File: config.mk
export PLATFORM = sky130hd
export DESIGN_NAME = fac_plane
export DESIGN_NICKNAME = d
export VERILOG_FILES = /design/src/fac_pkg.sv /design/src/fac_plane.sv
export SDC_FILE = /design/constraint.sdc
export NUM_CORES = 2
export LEC_CHECK = 0
export BUFFER_PORTS_ARGS = -buffer_cell sky130_fd_sc_hd__buf_2
export CAP_MARGIN = 40
export CORE_MARGIN = 2
export CORE_UTILIZATION = 35
export CTS_CLUSTER_DIAMETER = 50
export DETAILED_ROUTE_END_ITERATION = 10
export GPL_TIMING_DRIVEN = 0
export PLACE_DENSITY = 0.54
export SLEW_MARGIN = 5
export SYNTH_ARGS = -nofsm -noshare
export SYNTH_HDL_FRONTEND = slang
export SYNTH_SLANG_ARGS = --single-unit
export TNS_END_PERCENT = 30
File: constraint.sdc
create_clock -name i_clk -period 17.55 [get_ports i_clk]
set_clock_uncertainty 0.1 [all_clocks]
set_input_delay 3.51 -clock i_clk [delete_from_list [all_inputs] [get_ports i_clk]]
set_output_delay 3.51 -clock i_clk [all_outputs]
set_load 0.005 [all_outputs]
File: src/fac_pkg.sv
`timescale 1ns / 1ps
// shared constants, types and stage enables for the frustum box cull test
package fac_pkg;

    localparam int PLANE_COUNT = 6;
    localparam int COORD_BITS  = 16;
    localparam int REG_COUNT   = 6;
    localparam int REG_W       = 64;
    localparam int COEF_W      = 16;
    localparam int IDX_W       = 3;
    localparam int D_SHIFT     = 8;
    localparam int PROD_W      = COORD_BITS + COEF_W;
    localparam int SUM_W       = PROD_W + 2;

    typedef logic signed [COORD_BITS-1:0] t_coord;
    typedef logic signed [COEF_W-1:0]     t_coef;
    typedef logic signed [PROD_W-1:0]     t_prod;
    typedef logic signed [SUM_W-1:0]      t_sum;
    typedef logic [REG_W-1:0]             t_plane;
    typedef logic [IDX_W-1:0]             t_idx;

    typedef struct packed {
        logic s1;
        logic s2;
        logic s3;
        logic s4;
    } t_pipe_en;

endpackage

File: src/fac_plane.sv
`timescale 1ns / 1ps
// one plane lane: products, per-axis maximum, sum and sign in four stages
module fac_plane import fac_pkg::*; (
    input  logic     i_clk,
    input  t_pipe_en i_en,
    input  t_plane   i_plane,
    input  t_coord   i_min_x,
    input  t_coord   i_min_y,
    input  t_coord   i_min_z,
    input  t_coord   i_max_x,
    input  t_coord   i_max_y,
    input  t_coord   i_max_z,
    output logic     o_outside
);

    t_coef coef_a;
    t_coef coef_b;
    t_coef coef_c;
    t_coef coef_d;

    t_prod r_pxl, r_pxh, r_pyl, r_pyh, r_pzl, r_pzh;
    t_prod r_mx, r_my, r_mz;
    t_sum  r_sxy, r_szd;
    logic  r_out;

    t_prod n_mx, n_my, n_mz;
    t_sum  n_dot;

    assign coef_a = i_plane[COEF_W-1:0];
    assign coef_b = i_plane[2*COEF_W-1:COEF_W];
    assign coef_c = i_plane[3*COEF_W-1:2*COEF_W];
    assign coef_d = i_plane[4*COEF_W-1:3*COEF_W];

    // products for both corner values of each axis
    always_ff @(posedge i_clk) begin
        if (i_en.s1) begin
            r_pxl <= PROD_W'(coef_a) * PROD_W'(i_min_x);
            r_pxh <= PROD_W'(coef_a) * PROD_W'(i_max_x);
            r_pyl <= PROD_W'(coef_b) * PROD_W'(i_min_y);
            r_pyh <= PROD_W'(coef_b) * PROD_W'(i_max_y);
            r_pzl <= PROD_W'(coef_c) * PROD_W'(i_min_z);
            r_pzh <= PROD_W'(coef_c) * PROD_W'(i_max_z);
        end
    end

    // the corner with the largest dot product decides the plane
    always_comb begin
        n_mx = (r_pxh > r_pxl) ? r_pxh : r_pxl;
        n_my = (r_pyh > r_pyl) ? r_pyh : r_pyl;
        n_mz = (r_pzh > r_pzl) ? r_pzh : r_pzl;
    end

    always_ff @(posedge i_clk) begin
        if (i_en.s2) begin
            r_mx <= n_mx;
            r_my <= n_my;
            r_mz <= n_mz;
        end
    end

    always_ff @(posedge i_clk) begin
        if (i_en.s3) begin
            r_sxy <= SUM_W'(r_mx) + SUM_W'(r_my);
            r_szd <= SUM_W'(r_mz) + (SUM_W'(coef_d) <<< D_SHIFT);
        end
    end

    assign n_dot = r_sxy + r_szd;

    always_ff @(posedge i_clk) begin
        if (i_en.s4) begin
            r_out <= n_dot[SUM_W-1];
        end
    end

    assign o_outside = r_out;

endmodule

# Word level (Yosys, flattened, before mapping)
# Index checks and enable logic that the tools add are counted.
dict set report op_classes {
  n_addsub 3
  order_cmp 3
  n_mux 3
  multipliers 6
}
# cell n
set op_table {}
lappend op_table {{multiplier 16 x 16 -> 32 bit} 6}
lappend op_table {{greater-than comparator 32 bit} 3}
lappend op_table {{2-to-1 mux 32 bit} 3}
lappend op_table {{adder 34 bit} 1}
lappend op_table {{adder 32 x 24 -> 33 bit} 1}
lappend op_table {{adder 32 x 32 -> 33 bit} 1}
dict set report totals {
  output_inout_bits 1
  elab_cells 27
  input_bits 165
  register_bits 357
}

# Depth between registers and ports, before layout
dict set report logic_depth {
  depth_word 2
  depth_mapped 24
  depth_no_buf 23
}

# Least setup slack after synthesis
# Ideal clock, no wire load.
dict set report synth_path {
  kind {input to register}
  from {input i_plane[31]}
  to {register r_pyh[31] (data pin)}
  t_required_ns 17.190
  setup_ns 0.260
  path_buffers 1
  cell_stages 21
  arrival_time_ns 9.509
  setup_slack_ns 7.681
  cell_sequence {clkbuf_1 -> nand2_1 -> inv_1 -> fa_1 -> fa_1 -> fa_1 -> fa_1 -> fa_1 -> inv_1 -> fa_1 -> inv_1 -> ha_1 -> a21o_1 -> a21o_1 -> a221o_1 -> or3_1 -> a41oi_1 -> nor3_1 -> or3_1 -> a21oi_1 -> xnor2_1}
}
dict set report synth_via {
  elab_chain_cells 1
}
# element line_no
set synth_rtl {}
lappend synth_rtl {{start, declared} fac_plane.sv:6} ;# input t_plane i_plane,
lappend synth_rtl {{multiplier 16 x 16 -> 32 bit} fac_plane.sv:40} ;# r_pyh <= PROD_W'(coef_b) * PROD_W'(i_max_y);
lappend synth_rtl {{end signal, assigned} fac_plane.sv:40}
lappend synth_rtl {{end, declared} fac_plane.sv:21} ;# t_prod r_pxl, r_pxh, r_pyl, r_pyh, r_pzl, r_pzh;
# No other way between the ends.
# A chain may end at the register's enable or synchronous reset.

# Worst setup path after layout
dict set report layout_path {
  from {input i_plane[15]}
  to {register r_pxl[31] (data pin)}
}
dict set report layout_via {
  elab_chain_cells 1
}
# element line_no
set layout_rtl {}
lappend layout_rtl {{multiplier 16 x 16 -> 32 bit} fac_plane.sv:37} ;# r_pxl <= PROD_W'(coef_a) * PROD_W'(i_min_x);
lappend layout_rtl {{end signal, assigned} fac_plane.sv:37}
lappend layout_rtl {{end, declared} fac_plane.sv:21}
# No other way between the ends.

==> flow_metrics.tcl <==
set metrics [dict create \
    avgRoutedWirePerCell_um 20.1 \
    clockBufferDepth 3 \
    die_h_um 473 \
    synth-edff-count 355 \
    postSynthRegisterBits 355 \
    finalCriticalPeriod_ns 10.78 \
    slew_violations 0 \
    achievable-frequency_mhz 92.8 \
    worstRegToRegCells 12 \
    die-area_mm2 0.224 \
    combined_area_of_the_multi_input_logic_cells_mm2 0.0584 \
    worst-path-max-fanout 7 \
    cts-hold-fix-buffers 0 \
    cts.repair.resized 0 \
    worstSetupPathType "input pin to flip-flop" \
    critical-path-top-delay-family "adder cells" \
    timing.final.hold_violations 0 \
    async_reset_ff_frac 0 \
    synth_area_per_cell_um2 9.82 \
    track_usage 0.205 \
    num_io_pins 166 \
    tritoncts.num_buffers 55 \
    row_count 172 \
    fraction_of_the_core_area_covered_by_cells_at_the_end_of_the_flow 0.384 \
    run_status "complete, no violations" \
    finalWorstSetupSlack_ns 6.77 \
    hold_path_depth 0 \
    grt_setup_unrepaired "false" \
    detailedRoute.firstIterationViolations 3256 \
    antenna_left 0 \
    syn-instance-count 7837 \
    cp.arrival_ns 11.07 \
    endpoint_of_the_worst_hold_path "r_szd[2]$_DFFE_PP_" \
    postSynthNetCount 10300 \
    cts_setup_buffers 0 \
    r2r-start "r_pyl[21]$_DFFE_PP_" \
    layout-drive-gt1-share 0.0541 \
    grt_pass1_wl_um 351000 \
    place.port_buffers 165 \
    numClockSinks 355 \
    grt_max_degree 111 \
    fp.coreArea_mm2 0.219 \
    synth.most_common_cell "sky130_fd_sc_hd__inv_1" \
    cp_cell_sequence "buf_2, clkbuf_1, buf_6, nand2_1, inv_1, fa_1, fa_1, fa_1, fa_1, fa_1, inv_1, fa_1, inv_1, ha_1, and3_1, nand4_1, or4_1, or4_1, nand4_1, nand2_1, o2111ai_1, a21oi_1, xnor2_1" \
    grt_antenna_before_repair 14 \
    drc 0 \
    path_depth 23 \
    ys.flop_type "sky130_fd_sc_hd__edfxtp_1" \
    synth_common_cells "sky130_fd_sc_hd__inv_1, sky130_fd_sc_hd__fa_1, sky130_fd_sc_hd__nand2_1" \
    worst_hold_class "flip-flop to flip-flop" \
    crit_path_top_delay_cell "sky130_fd_sc_hd__fa_1" \
    path_buf_inv 6 \
    timing.rr.end "r_my[6]$_DFFE_PP_" \
    clock_tree_from_tritoncts "built" \
    cts-htree-levels 2 \
    synth_area_leader_cell "sky130_fd_sc_hd__fa_1" \
    grt_pass1_vias 59600 \
    finalNetCount 10500 \
    placement.setup.worst_slack_ns 6.15 \
    timing.critical_path.to_type "flip-flop" \
    timing.slew.headroom 0.324 \
    clk_latency_ns 0.67 \
    syn_to_final_growth_pct 9.25 \
    n_fill_cell 22100 \
    synth-seq-area-share 0.139 \
    cp_common_cell "sky130_fd_sc_hd__fa_1" \
    cap_violations 0 \
    globalRouteOverflowTotal 0 \
    place_hpwl_um 191000 \
    drt-vias-per-instance 4.95 \
    critical_path.max_stage_delay_ns 0.85 \
    syn_area_mm2 0.0769 \
    floorplan.initialDensity 0.351 \
    synth_largest_type_area_fraction 0.410 \
    register_area_mm2 0.0107 \
    yosys.cell_types.count 79 \
    fin_tns_setup_ns 0 \
    num_vias 54600 \
    timing_worst_slew_pin_value_ns 1.01 \
    gpl.final_weighted_congestion 0.918 \
    synthesis.yosys.warnings 0 \
    startpoint_type "input pin" \
    drt_first_pass_iters 5 \
    regToRegSetupSlack_ns 13.43 \
    final_min_period_over_clock_period 0.614 \
    synth_top_cells_by_area "sky130_fd_sc_hd__fa_1, sky130_fd_sc_hd__edfxtp_1, sky130_fd_sc_hd__ha_1, sky130_fd_sc_hd__inv_1, sky130_fd_sc_hd__and2_1" \
    top_regs "r_sxy (33), r_szd (33)" \
    timing.critical_path.required_ns 17.85 \
    wirelength_um 222000 \
    final_design_area_no_fill_mm2 0.0840 \
    path_clk_slew_ns 0.06 \
    postPlaceCellArea_mm2 0.0820 \
    setup_viol_count_final 0 \
    dieWidth_um 473 \
    cts_root_buf "sky130_fd_sc_hd__clkbuf_16" \
    timing.hold.worst.start "r_mz[2]$_DFFE_PP_" \
]
worst max-delay path by stage:
stage | from | end | slack (ns)
3_3_place_gp | i_plane[15] | r_pxl[31]$_DFFE_PP_ | 5.90
2_1_floorplan | i_plane[31] | r_pyh[31]$_DFFE_PP_ | 7.68
3_5_place_dp | i_plane[15] | r_pxl[31]$_DFFE_PP_ | 6.15
6_report | i_plane[15] | r_pxl[31]$_DFFE_PP_ | 6.77
5_1_grt | i_plane[15] | r_pxl[31]$_DFFE_PP_ | 6.47
4_1_cts | i_plane[15] | r_pxl[31]$_DFFE_PP_ | 6.79
routing by layer:
| metal | wire (um) | vias to the layer above | GRT usage |
|---|---|---|---|
| met4 | 9310 | 4 | 0.0717 |
| li1 | - | 24500 | - |
| met2 | 108000 | 1414 | 0.351 |
| met3 | 10900 | 350 | 0.0227 |
| met1 | 93300 | 28300 | 0.267 |
| met5 | 27 | - | 0 |
final cells by class:
type / count / share of cell area
Timing Repair Buffer: 214 / 0.0177
Sequential cell: 355 / 0.127
Buffer: 275 / 0.0130
Multi-Input combinational cell: 5396 / 0.695
Inverter: 1811 / 0.0809
Tap cell: 2871 / 0.0427
Clock inverter: 46 / 0.00737
Clock buffer: 57 / 0.0165
Antenna cell: 12 / 0.000357
cell usage in the layout, fill, tap and decap left out, types with 15 or more instances in the layout:
cell type / instances
sky130_fd_sc_hd__and2_1: 745
sky130_fd_sc_hd__nand4_1: 41
sky130_fd_sc_hd__nor2_1: 257
sky130_fd_sc_hd__o221a_2: 31
sky130_fd_sc_hd__buf_8: 15
sky130_fd_sc_hd__clkbuf_1: 270
sky130_fd_sc_hd__buf_6: 31
sky130_fd_sc_hd__ha_1: 676
sky130_fd_sc_hd__inv_1: 1811
sky130_fd_sc_hd__a21oi_1: 213
sky130_fd_sc_hd__nor2b_1: 36
sky130_fd_sc_hd__mux2_2: 35
sky130_fd_sc_hd__nand2_1: 805
sky130_fd_sc_hd__a21o_1: 118
sky130_fd_sc_hd__edfxtp_1: 355
sky130_fd_sc_hd__clkbuf_16: 55
sky130_fd_sc_hd__xnor2_1: 191
sky130_fd_sc_hd__a211oi_1: 29
sky130_fd_sc_hd__nand2b_1: 47
sky130_fd_sc_hd__a31oi_1: 18
sky130_fd_sc_hd__fa_1: 1574
sky130_fd_sc_hd__o21ai_0: 116
sky130_fd_sc_hd__o21bai_1: 25
sky130_fd_sc_hd__o21a_1: 39
sky130_fd_sc_hd__and3_1: 17
sky130_fd_sc_hd__xor2_1: 64
sky130_fd_sc_hd__nand3_1: 37
sky130_fd_sc_hd__mux2_4: 31
sky130_fd_sc_hd__a22oi_1: 32
sky130_fd_sc_hd__buf_2: 162
sky130_fd_sc_hd__nor3_1: 48
worst register-to-register path, stage by stage, from the launching register on:
cell                       delay [ns]
sky130_fd_sc_hd__edfxtp_1        0.49
sky130_fd_sc_hd__inv_1           0.09
sky130_fd_sc_hd__ha_1            0.30
sky130_fd_sc_hd__nand4_1         0.17
sky130_fd_sc_hd__nor4_2          0.43
sky130_fd_sc_hd__nand3_1         0.19
sky130_fd_sc_hd__a211oi_1        0.29
sky130_fd_sc_hd__nor4bb_1        0.13
sky130_fd_sc_hd__o21ai_1         0.53
sky130_fd_sc_hd__nor2_1          0.08
sky130_fd_sc_hd__a21boi_1        0.37
sky130_fd_sc_hd__clkbuf_1        0.46
sky130_fd_sc_hd__o221a_2         0.34
cells by family (layout without fill, tap and decap cells):
| kind of cell | Yosys count | in the layout | share of synthesized area |
|---|---|---|---|
| compound gates | 738 | 738 | 0.0643 |
| xor+xnor | 255 | 255 | 0.0290 |
| fa+ha+maj | 2250 | 2250 | 0.520 |
| buf+inv | 2086 | 2403 | 0.103 |
| flops | 355 | 355 | 0.139 |
| mux | 69 | 69 | 0.0116 |
| other cells | 0 | 12 | 0 |
| simple gates | 2084 | 2084 | 0.134 |
through the flow:
| step | hold WS (ns) | std cells |
|---|---|---|
| after floorplan | 0.300 | 7837 |
| after global placement | 0.308 | 10900 |
| after detailed placement | 0.311 | 10900 |
| after CTS | 0.324 | 11000 |
| after global routing | 0.332 | 11000 |
| final | 0.322 | 11000 |
Power is left out: the tool's default activity adds up to more than one toggle a clock period on the data nets, which glitch-free logic cannot reach.
